## src/rtl/pictl_pkg.sv

```systemverilog
// Shared constants, types, microcode and saturating arithmetic for the PI controller.
package pictl_pkg;

  localparam int DATA_W = 32;
  localparam int FRAC_W = 16;
  localparam int GAIN_W = DATA_W - 1;
  localparam int IDX_W  = 3;
  localparam int STEP_W = 4;
  localparam int PROD_W = 2 * DATA_W;

  typedef logic signed [DATA_W-1:0] fx_t;
  typedef logic [GAIN_W-1:0]        gain_t;
  typedef logic [STEP_W-1:0]        step_t;

  localparam fx_t   FX_MAX      = {1'b0, {(DATA_W-1){1'b1}}};
  localparam fx_t   FX_MIN      = {1'b1, {(DATA_W-1){1'b0}}};
  localparam gain_t TRACK_RESET = gain_t'(1) << FRAC_W;
  localparam gain_t TIMER_MAX   = {GAIN_W{1'b1}};

  typedef enum logic [IDX_W-1:0] {
    REG_PROP_GAIN     = 3'd0,
    REG_INTEGRAL_GAIN = 3'd1,
    REG_TRACKING_RATE = 3'd2,
    REG_DRIVE_MIN     = 3'd3,
    REG_DRIVE_MAX     = 3'd4
  } reg_idx_t;

  // Operand pairs presented to the shared multiplier.
  typedef enum logic [2:0] {
    MUL_KP_ERR,
    MUL_KI_ERR,
    MUL_FX_DT,
    MUL_DIFF_DT,
    MUL_FX_TRACK
  } mul_sel_t;

  typedef enum logic [2:0] {
    ALU_NOP,
    ALU_PROP,
    ALU_DEMAND,
    ALU_DIFF,
    ALU_GAIN,
    ALU_COMMIT,
    ALU_PRELOAD
  } alu_op_t;

  typedef enum logic [2:0] {
    COND_NEXT,
    COND_PRELOAD,
    COND_HOLD,
    COND_JUMP,
    COND_END
  } cond_t;

  typedef struct packed {
    mul_sel_t mul_sel;
    alu_op_t  alu_op;
    cond_t    cond;
    step_t    target;
  } uword_t;

  localparam step_t STEP_ENTRY = step_t'(0);
  localparam step_t STEP_OUT   = step_t'(10);
  localparam step_t STEP_PRE   = step_t'(11);

  // The multiplier has two register stages, the raw product and the rounded result, so a
  // product issued in one step is usable by the ALU only once both have loaded.
  function automatic uword_t ucode(input step_t step);
    uword_t w;
    begin
      w = '{MUL_KP_ERR, ALU_NOP, COND_END, STEP_OUT};
      case (step)
        step_t'(0):  w = '{MUL_KP_ERR,   ALU_NOP,     COND_PRELOAD, STEP_PRE};
        step_t'(1):  w = '{MUL_KI_ERR,   ALU_NOP,     COND_HOLD,    STEP_OUT};
        step_t'(2):  w = '{MUL_KI_ERR,   ALU_PROP,    COND_NEXT,    STEP_OUT};
        step_t'(3):  w = '{MUL_FX_DT,    ALU_DEMAND,  COND_NEXT,    STEP_OUT};
        step_t'(4):  w = '{MUL_FX_DT,    ALU_DIFF,    COND_NEXT,    STEP_OUT};
        step_t'(5):  w = '{MUL_DIFF_DT,  ALU_GAIN,    COND_NEXT,    STEP_OUT};
        step_t'(6):  w = '{MUL_DIFF_DT,  ALU_NOP,     COND_NEXT,    STEP_OUT};
        step_t'(7):  w = '{MUL_FX_TRACK, ALU_NOP,     COND_NEXT,    STEP_OUT};
        step_t'(8):  w = '{MUL_FX_TRACK, ALU_NOP,     COND_NEXT,    STEP_OUT};
        step_t'(9):  w = '{MUL_FX_TRACK, ALU_COMMIT,  COND_NEXT,    STEP_OUT};
        step_t'(10): w = '{MUL_KP_ERR,   ALU_NOP,     COND_END,     STEP_OUT};
        step_t'(11): w = '{MUL_KP_ERR,   ALU_PRELOAD, COND_JUMP,    STEP_OUT};
        default:     w = '{MUL_KP_ERR,   ALU_NOP,     COND_END,     STEP_OUT};
      endcase
      return w;
    end
  endfunction

  function automatic fx_t sat_add(input fx_t a, input fx_t b);
    logic signed [DATA_W:0] s;
    begin
      s = {a[DATA_W-1], a} + {b[DATA_W-1], b};
      if (s[DATA_W] != s[DATA_W-1]) begin
        return s[DATA_W] ? FX_MIN : FX_MAX;
      end
      return s[DATA_W-1:0];
    end
  endfunction

  function automatic fx_t sat_sub(input fx_t a, input fx_t b);
    logic signed [DATA_W:0] s;
    begin
      s = {a[DATA_W-1], a} - {b[DATA_W-1], b};
      if (s[DATA_W] != s[DATA_W-1]) begin
        return s[DATA_W] ? FX_MIN : FX_MAX;
      end
      return s[DATA_W-1:0];
    end
  endfunction

  // The lower limit is tested first, which settles inverted limits.
  function automatic fx_t clamp(input fx_t x, input fx_t lo, input fx_t hi);
    begin
      if (x < lo) begin
        return lo;
      end
      if (x > hi) begin
        return hi;
      end
      return x;
    end
  endfunction

endpackage

```

## src/rtl/pictl_if.sv

```systemverilog
// Handshake channel interfaces for commands, results and register writes.
interface pictl_in_if;
  import pictl_pkg::*;
  logic valid;
  logic ready;
  logic action;
  fx_t  error_value;
  fx_t  feedforward;
  fx_t  time_step;
  fx_t  preload_value;
  modport source(output valid, action, error_value, feedforward, time_step, preload_value,
                 input ready);
  modport sink(input valid, action, error_value, feedforward, time_step, preload_value,
               output ready);
endinterface

interface pictl_out_if;
  import pictl_pkg::*;
  logic  valid;
  logic  ready;
  fx_t   drive;
  fx_t   raw_demand;
  fx_t   integrator_value;
  logic  saturated;
  gain_t saturated_time;
  modport source(output valid, drive, raw_demand, integrator_value, saturated, saturated_time,
                 input ready);
  modport sink(input valid, drive, raw_demand, integrator_value, saturated, saturated_time,
               output ready);
endinterface

interface pictl_cfg_if;
  import pictl_pkg::*;
  logic              valid;
  logic              ready;
  logic [IDX_W-1:0]  index;
  logic [DATA_W-1:0] data;
  modport source(output valid, index, data, input ready);
  modport sink(input valid, index, data, output ready);
endinterface

```

## src/rtl/pi_controller_antiwindup_top.sv

```systemverilog
// PI controller with back-calculation anti-windup, driven by a microcoded sequencer.
//
// Each command is run by a short microprogram over one shared 32x32 multiplier whose
// product passes a rounding and saturation register before use, so a chained product
// waits on the product register and then on the rounding register. A regulation step runs the
// whole microprogram, while a preload or a step with a time step of zero or less skips most
// of it. A new command is accepted in the cycle after the result is loaded into the
// output register, which holds the result until taken while the next command runs.
// Register writes are always ready and are meant for when the block is idle.
module pi_controller_antiwindup_top (
  input  logic         clk,
  input  logic         rst,
  pictl_in_if.sink     cmd,
  pictl_out_if.source  result,
  pictl_cfg_if.sink    cfg
);
  import pictl_pkg::*;

  gain_t prop_gain;
  gain_t integral_gain;
  gain_t tracking_rate;
  fx_t   drive_min;
  fx_t   drive_max;

  logic   busy;
  step_t  step;
  uword_t uw;

  logic op_action;
  fx_t  op_error;
  fx_t  op_ff;
  fx_t  op_dt;
  fx_t  op_pre;
  logic op_hold;

  fx_t               mul_a;
  fx_t               mul_b;
  logic [DATA_W-1:0] mag_a;
  logic [DATA_W-1:0] mag_b;
  logic [PROD_W-1:0] prod_mag;
  logic              prod_neg;
  logic [PROD_W-1:0] rnd;
  logic              rnd_over;
  fx_t               rnd_q;
  fx_t               fx_prod;

  fx_t acc;
  fx_t diff;
  fx_t demand;
  fx_t integ_sum;

  fx_t               integrator;
  fx_t               last_drive;
  fx_t               last_raw_demand;
  logic              sat_flag;
  gain_t             sat_timer;
  logic [GAIN_W:0]   timer_sum;
  gain_t             timer_next;

  logic  res_valid;
  logic  res_load;
  fx_t   res_drive;
  fx_t   res_raw;
  fx_t   res_integ;
  logic  res_sat;
  gain_t res_time;

  assign uw        = ucode(step);
  assign cmd.ready = !busy;
  assign cfg.ready = 1'b1;
  assign op_hold   = op_dt[DATA_W-1] || (op_dt == '0);
  assign res_load  = busy && (uw.cond == COND_END) && (!res_valid || result.ready);

  assign result.valid            = res_valid;
  assign result.drive            = res_drive;
  assign result.raw_demand       = res_raw;
  assign result.integrator_value = res_integ;
  assign result.saturated        = res_sat;
  assign result.saturated_time   = res_time;

  // Multiplier operand selection and sign-magnitude split.
  always_comb begin
    case (uw.mul_sel)
      MUL_KP_ERR: begin
        mul_a = {1'b0, prop_gain};
        mul_b = op_error;
      end
      MUL_KI_ERR: begin
        mul_a = {1'b0, integral_gain};
        mul_b = op_error;
      end
      MUL_FX_DT: begin
        mul_a = fx_prod;
        mul_b = op_dt;
      end
      MUL_DIFF_DT: begin
        mul_a = diff;
        mul_b = op_dt;
      end
      MUL_FX_TRACK: begin
        mul_a = fx_prod;
        mul_b = {1'b0, tracking_rate};
      end
      default: begin
        mul_a = '0;
        mul_b = '0;
      end
    endcase
    mag_a = mul_a[DATA_W-1] ? DATA_W'(-mul_a) : DATA_W'(mul_a);
    mag_b = mul_b[DATA_W-1] ? DATA_W'(-mul_b) : DATA_W'(mul_b);
  end

  // Round half away from zero at the binary point, then saturate.
  always_comb begin
    rnd      = prod_mag + (PROD_W'(1) << (FRAC_W - 1));
    rnd_over = |rnd[PROD_W-1:FRAC_W+DATA_W-1];
    if (prod_neg) begin
      rnd_q = rnd_over ? FX_MIN : -fx_t'(rnd[FRAC_W+DATA_W-1:FRAC_W]);
    end else begin
      rnd_q = rnd_over ? FX_MAX : fx_t'(rnd[FRAC_W+DATA_W-1:FRAC_W]);
    end
  end

  always_comb begin
    demand    = sat_add(acc, op_ff);
    integ_sum = sat_add(acc, fx_prod);
    timer_sum = (GAIN_W+1)'(sat_timer) + (GAIN_W+1)'(op_dt[GAIN_W-1:0]);
    timer_next = timer_sum[GAIN_W] ? TIMER_MAX : timer_sum[GAIN_W-1:0];
  end

  // Datapath work registers.
  always_ff @(posedge clk) begin
    prod_mag <= PROD_W'(mag_a) * PROD_W'(mag_b);
    prod_neg <= mul_a[DATA_W-1] ^ mul_b[DATA_W-1];
    fx_prod  <= rnd_q;
    if (cmd.valid && cmd.ready) begin
      op_action <= cmd.action;
      op_error  <= cmd.error_value;
      op_ff     <= cmd.feedforward;
      op_dt     <= cmd.time_step;
      op_pre    <= cmd.preload_value;
    end
    if (busy) begin
      case (uw.alu_op)
        ALU_PROP: acc  <= sat_add(fx_prod, integrator);
        ALU_DIFF: diff <= sat_sub(last_drive, last_raw_demand);
        ALU_GAIN: acc  <= sat_add(integrator, fx_prod);
        default: ;
      endcase
    end
  end

  // Sequencer, controller state and configuration registers.
  always_ff @(posedge clk) begin
    if (rst) begin
      busy            <= 1'b0;
      step            <= STEP_ENTRY;
      res_valid       <= 1'b0;
      integrator      <= '0;
      last_drive      <= '0;
      last_raw_demand <= '0;
      sat_flag        <= 1'b0;
      sat_timer       <= '0;
      prop_gain       <= '0;
      integral_gain   <= '0;
      tracking_rate   <= TRACK_RESET;
      drive_min       <= '0;
      drive_max       <= '0;
    end else begin
      if (cfg.valid && cfg.ready) begin
        case (reg_idx_t'(cfg.index))
          REG_PROP_GAIN:     prop_gain     <= cfg.data[GAIN_W-1:0];
          REG_INTEGRAL_GAIN: integral_gain <= cfg.data[GAIN_W-1:0];
          REG_TRACKING_RATE: tracking_rate <= cfg.data[GAIN_W-1:0];
          REG_DRIVE_MIN:     drive_min     <= fx_t'(cfg.data);
          REG_DRIVE_MAX:     drive_max     <= fx_t'(cfg.data);
          default: ;
        endcase
      end

      if (res_load) begin
        res_valid <= 1'b1;
      end else if (res_valid && result.ready) begin
        res_valid <= 1'b0;
      end

      if (cmd.valid && cmd.ready) begin
        busy <= 1'b1;
        step <= STEP_ENTRY;
      end

      if (busy) begin
        case (uw.alu_op)
          ALU_DEMAND: begin
            last_raw_demand <= demand;
            last_drive      <= clamp(demand, drive_min, drive_max);
          end
          ALU_COMMIT: begin
            integrator <= clamp(integ_sum, drive_min, drive_max);
            sat_flag   <= (last_drive != last_raw_demand);
            sat_timer  <= (last_drive != last_raw_demand) ? timer_next : '0;
          end
          ALU_PRELOAD: begin
            integrator      <= clamp(op_pre, drive_min, drive_max);
            last_drive      <= clamp(op_pre, drive_min, drive_max);
            last_raw_demand <= clamp(op_pre, drive_min, drive_max);
            sat_flag        <= 1'b0;
            sat_timer       <= '0;
          end
          default: ;
        endcase

        case (uw.cond)
          COND_NEXT:    step <= step + step_t'(1);
          COND_PRELOAD: step <= op_action ? uw.target : step + step_t'(1);
          COND_HOLD:    step <= op_hold ? uw.target : step + step_t'(1);
          COND_JUMP:    step <= uw.target;
          COND_END: begin
            // The finished result waits here until the output register is free.
            if (res_load) begin
              busy      <= 1'b0;
              res_drive <= last_drive;
              res_raw   <= last_raw_demand;
              res_integ <= integrator;
              res_sat   <= sat_flag;
              res_time  <= sat_timer;
            end
          end
          default: step <= step + step_t'(1);
        endcase
      end
    end
  end

  a_result_from_program: assert property (@(posedge clk) disable iff (rst)
    $rose(result.valid) |-> $past(busy))
    else $error("result appeared without a running program");

  a_sat_means_clamped: assert property (@(posedge clk) disable iff (rst)
    (result.valid && result.saturated) |-> (result.drive != result.raw_demand))
    else $error("saturated result with drive equal to raw demand");

  a_timer_cleared: assert property (@(posedge clk) disable iff (rst)
    (result.valid && !result.saturated) |-> (result.saturated_time == '0))
    else $error("saturation time nonzero while not saturated");

endmodule
```

## src/flat_wrapper.sv

```systemverilog
// flat-port wrapper written by rule: the top's interface ports become plain ports
module pi_controller_antiwindup_top_flat import pictl_pkg::*;
  (clk, rst, cmd_valid, cmd_action, cmd_error_value, cmd_feedforward, cmd_time_step, cmd_preload_value, cmd_ready, result_valid, result_drive, result_raw_demand, result_integrator_value, result_saturated, result_saturated_time, result_ready, cfg_valid, cfg_index, cfg_data, cfg_ready);
  pictl_in_if cmd_i ();
  pictl_out_if result_i ();
  pictl_cfg_if cfg_i ();
  input  logic clk;
  input  logic rst;
  input wire logic [$bits(cmd_i.valid)-1:0] cmd_valid;
  input wire logic [$bits(cmd_i.action)-1:0] cmd_action;
  input wire logic [$bits(cmd_i.error_value)-1:0] cmd_error_value;
  input wire logic [$bits(cmd_i.feedforward)-1:0] cmd_feedforward;
  input wire logic [$bits(cmd_i.time_step)-1:0] cmd_time_step;
  input wire logic [$bits(cmd_i.preload_value)-1:0] cmd_preload_value;
  output wire logic [$bits(cmd_i.ready)-1:0] cmd_ready;
  output wire logic [$bits(result_i.valid)-1:0] result_valid;
  output wire logic [$bits(result_i.drive)-1:0] result_drive;
  output wire logic [$bits(result_i.raw_demand)-1:0] result_raw_demand;
  output wire logic [$bits(result_i.integrator_value)-1:0] result_integrator_value;
  output wire logic [$bits(result_i.saturated)-1:0] result_saturated;
  output wire logic [$bits(result_i.saturated_time)-1:0] result_saturated_time;
  input wire logic [$bits(result_i.ready)-1:0] result_ready;
  input wire logic [$bits(cfg_i.valid)-1:0] cfg_valid;
  input wire logic [$bits(cfg_i.index)-1:0] cfg_index;
  input wire logic [$bits(cfg_i.data)-1:0] cfg_data;
  output wire logic [$bits(cfg_i.ready)-1:0] cfg_ready;
  assign cmd_i.valid = cmd_valid;
  assign cmd_i.action = cmd_action;
  assign cmd_i.error_value = cmd_error_value;
  assign cmd_i.feedforward = cmd_feedforward;
  assign cmd_i.time_step = cmd_time_step;
  assign cmd_i.preload_value = cmd_preload_value;
  assign cmd_ready = cmd_i.ready;
  assign result_valid = result_i.valid;
  assign result_drive = result_i.drive;
  assign result_raw_demand = result_i.raw_demand;
  assign result_integrator_value = result_i.integrator_value;
  assign result_saturated = result_i.saturated;
  assign result_saturated_time = result_i.saturated_time;
  assign result_i.ready = result_ready;
  assign cfg_i.valid = cfg_valid;
  assign cfg_i.index = cfg_index;
  assign cfg_i.data = cfg_data;
  assign cfg_ready = cfg_i.ready;
  pi_controller_antiwindup_top u_core (.clk(clk), .rst(rst), .cmd(cmd_i), .result(result_i), .cfg(cfg_i));
endmodule
```

## config.mk

```make
export PLATFORM = sky130hd
export DESIGN_NAME = pi_controller_antiwindup_top_flat
export DESIGN_NICKNAME = d
export VERILOG_FILES = /design/src/rtl/pictl_pkg.sv /design/src/rtl/pictl_if.sv /design/src/rtl/pi_controller_antiwindup_top.sv /design/src/flat_wrapper.sv
export SDC_FILE = /design/constraint.sdc
export NUM_CORES = 2
export LEC_CHECK = 0
export ABC_AREA = 1
export CORE_UTILIZATION = 40
export CTS_CLUSTER_SIZE = 12
export DETAILED_ROUTE_END_ITERATION = 6
export DONT_BUFFER_PORTS = 1
export PLACE_DENSITY = 0.68
export SYNTH_ARGS = -nofsm -noshare
export SYNTH_HDL_FRONTEND = slang
export SYNTH_SLANG_ARGS = --single-unit
```

## constraint.sdc

```tcl
create_clock -name clk -period 8.2 [get_ports clk]
set_clock_uncertainty 0.2 [all_clocks]
set_input_delay 0.41 -clock clk [delete_from_list [all_inputs] [get_ports clk]]
set_output_delay 0.41 -clock clk [all_outputs]
set_load 0.005 [all_outputs]
```

# Yosys cells after proc, flatten, opt, wreduce, memory -nomap -nowiden
# Memories as Yosys holds them, arrays and structs flattened. A register that Yosys moved wholly into a read port is not among the register bits.
# Cells that the tools add are included.
word_totals:
  ff_bits: 709
  rom_bits: 160
  input_bits: 169
  output_inout_bits: 131
  elab_cells: 189
  n_memories: 1
memory_table:
  columns: ["memory", "words", "width", "rd", "rd_ports_with_merged_regs", "wr", "line", "rtl"]
  rows:
  - ["(name not given)", 16, 10, 1, 1, 0, "pictl_pkg.sv:72", "case (step)"]
op_classes:
  addsub: 10
  n_mul: 1
  magnitude_cmp: 6
  n_eq_ne: 23
  n_mux: 89
  bitwise: 2
  reduce_logical: 29
op_table:
  columns: ["op", "n"]
  rows:
  - ["two-way mux 32 bit", 30]
  - ["case mux 32 bit (2 select lines)", 4]
  - ["case mux 32 bit (4 select lines)", 1]
  - ["adder 32 x 32 -> 33 bit", 3]
  - ["> comparator 32 bit", 3]
  - ["less-than comparator 32 bit", 3]
  - ["negation 32 bit", 3]
  - ["case mux 32 bit (3 select lines)", 1]
  - ["adder 64 x 16 -> 64 bit, second input constant", 1]
  - ["multiplier 32 x 32 -> 64 bit", 1]
  - ["two-way mux 31 bit", 2]
  - ["case mux 31 bit (2 select lines)", 1]
  - ["two-way mux 1 bit", 43]
  - ["subtractor 32 x 32 -> 33 bit", 1]
  - ["adder 31 x 32 -> 32 bit", 1]
  - ["logical NOT 32 bit", 1]
  - ["inequality test 32 bit", 1]
  - ["== test 3 x 2 -> 1 bit, second input constant", 8]
  - ["two-way mux 4 bit", 5]
  - ["== test 3 bit, second input constant", 6]
  - ["AND reduction 2 bit", 9]
  - ["OR reduction 17 bit", 1]
  - ["case mux 4 bit (4 select lines)", 1]
  - ["== test 3 x 1 -> 1 bit, second input constant", 4]
  - ["12 further kinds", 26]

# Longest topological paths before layout
depth:
  ltp_word: 16
  depth_mapped: 56
  mapped_depth_nobuf: 54

# Worst setup path before layout
# Ideal clock, no wire load.
synth_path:
  kind: "reg-to-reg"
  from: "register u_core.uw[11] (netlist name)"
  to: "register u_core.prod_mag[61]"
  t_arrival_ns: 8.802
  slack_ns: -0.925
  stages_incl_launch_ff: 52
  period_less_slack_ns: 9.125
  cell_sequence: "dfxtp_1 nor2_2 nand2_4 o21ai_2 a22o_1 nor2_4 clkbuf_1 ha_1 nand2_1 inv_2 nand2_2 inv_2 nand2_2 inv_2 nand2_2 inv_2 nand2_2 inv_2 [16 not listed] fa_1 fa_1 inv_1 fa_1 fa_1 fa_1 inv_1 fa_1 inv_1 ha_1 nand2_1 nor2_1 inv_1 nor3_1 nand3_1 o21ai_0 a21oi_1 xor2_1"
synth_via:
  elab_chain_cells: 6
synth_rtl:
  columns: ["item", "line", "rtl"]
  rows:
  - ["== test 3 x 2 -> 1 bit (tied with other cells)", "pi_controller_antiwindup_top.sv:83", "case (uw.mul_sel)"]
  - ["OR reduction 2 bit (no source line)", null, null]
  - ["case mux 32 bit (4 select lines) or case mux 32 bit (3 select lines) (tied branches)", "pi_controller_antiwindup_top.sv:83", null]
  - ["negation 32 bit (on tied branches)", "pi_controller_antiwindup_top.sv:109, pi_controller_antiwindup_top.sv:110", null]
  - ["two-way mux 32 bit (on tied branches)", "pi_controller_antiwindup_top.sv:109, pi_controller_antiwindup_top.sv:110", null]
  - ["multiplier 32 x 32 -> 64 bit (*)", "pi_controller_antiwindup_top.sv:133", "prod_mag <= PROD_W'(mag_a) * PROD_W'(mag_b);"]
  - ["to (signal assigned)", "pi_controller_antiwindup_top.sv:133", null]
  - ["to (decl)", "pi_controller_antiwindup_top.sv:40", "logic [PROD_W-1:0] prod_mag;"]
# Every way passes the cells marked *; elsewhere a longest branch is shown, timed or not.
# A chain may end at the register's enable or synchronous reset.

# Worst setup path after layout
layout_path:
  from: "register u_core.uw[12] (netlist name)"
  to: "register u_core.prod_mag[40]"
layout_via:
  elab_chain_cells: 6
layout_rtl:
  columns: ["item", "line"]
  rows:
  - ["== test 3 x 2 -> 1 bit (tied with other cells)", "pi_controller_antiwindup_top.sv:83"]
  - ["OR reduction 2 bit (no source line)", null]
  - ["case mux 32 bit (4 select lines) or case mux 32 bit (3 select lines) (tied branches)", "pi_controller_antiwindup_top.sv:83"]
  - ["negation 32 bit (on tied branches)", "pi_controller_antiwindup_top.sv:109, pi_controller_antiwindup_top.sv:110"]
  - ["two-way mux 32 bit (on tied branches)", "pi_controller_antiwindup_top.sv:109, pi_controller_antiwindup_top.sv:110"]
  - ["multiplier 32 x 32 -> 64 bit (*)", "pi_controller_antiwindup_top.sv:133"]
# Marked as above.

==> results.cfg <==
[critical_path]
worstPathArrival_ps = 9600
ff2ff_setup_slack_ps = -1000
r2r_cells = 47
cp.required_ps = 8610
critPathLaunchType = register
setup.worst_path.end_class = register
slowest_stage = fa_2
cp_slowest_stage_delay_ps = 610
path_class = register to register
crit_path_max_fanout = 6

[cts]
clk_path_buf_depth = 3
clkTransAtPathRegs_ps = 60
cts_htree_levels = 3
cts_tree = built
clkSinkCount = 704
clkLatencyLatePin_ps = 750
cts_buffers = 84
cts-root-buf = clkbuf_16

[floorplanning]
dieHeight_um = 440
dieArea_sq_mm = 0.194
ios = 300
core-area_sq_mm = 0.190
initial_utilization_pct = 40.3
fp.dieW_um = 440
fp-row-count = 160

[layout]
final_cells = 13200
ff_latch_area_sq_mm = 0.0173
nets = 12300
area_growth_pct = 23.7
drive_gt1_share_pct = 17.7
fill_cells = 17900
design_area_sq_mm = 0.0950
multi_input_area_sq_mm = 0.0541

[yosys]
synthTopCellsByArea = fa_1 23%, edfxtp_1 13%, ha_1 10%
async_flop_share_pct = 0
muxShareOfSynthArea_pct = 0
syn-cell-area_sq_mm = 0.0767
synth_common_cells = 1880 x nand2_1, 1699 x inv_1, 988 x nor2_1, 900 x fa_1, 632 x a21oi_1
synthSimpleGateAreaFrac_pct = 19.1
yosysMostFrequentCell = nand2_1
synthAdderAreaFrac_pct = 33.6
netlist_instances = 9657
synth_top_family_by_area = adder cells
yosysUniqueCellTypes = 77
ys_ff_latch = 704
avgSynthCellArea_sq_um = 7.95
synth_compound_area_share_pct = 11.1
yosysTopAreaCellShare_pct = 23.5
synth_ff_type = dfxtp_1
synth_warnings = 0
yosys.area.top_type = fa_1
synth_xor_area_share_pct = 2.95
seq_area_frac_synth_pct = 22.6
syn_nets = 11300
synth_edf_count = 321

[detailed_routing]
num_vias = 71000
wl_met2_mm = 142
drtPass1Iterations = 7
ant_nets = 0
drt_iter0_markers = 6093
drt_wl_total_mm = 299
wl_per_cell_um = 22.7
drc = 3
met3_length_mm = 20.8
vias_per_cell = 5.39
wl_met1_mm = 114
top_layer = met5

[global_routing]
antenna_found_initial = 31
grt.total_usage_pct = 30.5
grt_max_degree = 118
first_global_vias = 72500
overflow = 0
grt_pass1_wl_mm = 445

[min_path]
holdPathStages = 3
hold_class = input port to register

[timing]
timing.setup.tns_ps = -34590
slew_headroom_pct = 13.2
whs_ps = 52.0
post-route-min-period_ps = 9200
tightest_slew_ps = 1300
fmax_mhz = 109
finalHoldViolCount = 0
timing.final.ws_setup_ps = -997
setup_viol = 47
slew_viol_final = 0
layout_worst_path_cycle_share_pct = 112
rsz0062_at_grt = yes

[placement]
gp_congestion = 1.01
dp_hpwl_mm = 241
place_area_sq_mm = 0.0863
io_buffers = 0
dp_cells = 12700

[run_status]
violations = DRC, setup timing
status = finished with violations

[run]
maxCapViolCount = 0
routing by layer:
layer	GRT usage [%]	up-vias
li1	-	32400
met1	36.3	34700
met2	52.0	2989
met3	4.76	848
met4	18.3	16
met5	0	-
sequential cells by signal, summed over array words and instances (netlist names), 32 cells and up:
| name | count |
|---|---|
| u_core.prod_mag | 49 |
| u_core.acc | 32 |
| u_core.diff | 32 |
| u_core.drive_max | 32 |
| u_core.drive_min | 32 |
| u_core.fx_prod | 32 |
| u_core.integrator | 32 |
| u_core.last_drive | 32 |
| u_core.last_raw_demand | 32 |
| u_core.op_dt | 32 |
| u_core.op_error | 32 |
| u_core.op_ff | 32 |
| u_core.op_pre | 32 |
| u_core.result.drive | 32 |
| u_core.result.integrator_value | 32 |
| u_core.result.raw_demand | 32 |
metrics by stage:
step	worst slack, ps	util (%)
4_1_cts	-824	49.1
2_1_floorplan	-403	-
3_5_place_dp	-1260	45.3
5_1_grt	-1340	49.9
6_report	-997	49.9
3_3_place_gp	-1160	45.3
what timing repair did:
action,4_1_cts,5_1_grt
pin swaps,226,196
endpoints found under the hold margin,405,0
gates resized for setup,514,241
endpoints found under the setup margin,47,49
buffers inserted,91,54
cloned,1,0
hold buffers,169,0
worst paths after layout:
| check | from | to |
|---|---|---|
| min reg2reg | u_core.last_raw_demand[31] | u_core.result.raw_demand[31] |
| min | rst | u_core.tracking_rate[6] |
| max | u_core.uw[12] | u_core.prod_mag[40] |
| max reg2reg | u_core.uw[12] | u_core.prod_mag[40] |
cell families (layout without fill, tap and decap cells):
family                     after synthesis  in the layout
AOI/OAI and AO/OA                     1519           1519
xor gates and xnor gates               256            256
adders and majority gates             1520           1520
buffers and inverters                 2121           3113
DFF                                    704            704
other                                    1             18
and+or+nand+nor                       3536           3536
cells in the final DEF (no fill, tap or decap), types with 67 or more instances in the layout:
cell type,count
nand2_1,1776
inv_1,1624
nor2_1,898
buf_4,838
fa_1,833
a21oi_1,575
ha_1,560
o21ai_0,492
dfxtp_1,380
nand3_1,348
edfxtp_1,321
dlygate4sd3_1,168
xor2_1,150
buf_6,113
inv_2,96
xnor2_1,92
nand2_2,88
clkbuf_16,85
nand4_1,78
fa_2,67
area by class of cell:
class	count	share of cell area (%)
diodes	17	0.0448
clock buffers	111	2.41
clock inverters	46	0.661
inverters	1763	7.09
multi-input cells	6832	57.0
flip-flops and latches	704	18.2
well taps	2511	3.31
repair buffers	1193	11.3
worst max-delay path: cells and delay by family (launching register included):
| family | cells | cell delay (ps) |
|---|---|---|
| buf+inv | 15 | 1190 |
| simple gates | 18 | 1940 |
| compound gates | 4 | 720 |
| fa+ha+maj | 9 | 4440 |
| xor+xnor | 1 | 150 |
| flops | 1 | 410 |
Power is left out: the tool's default activity adds up to more than one toggle a clock period on the data nets, which glitch-free logic cannot reach.
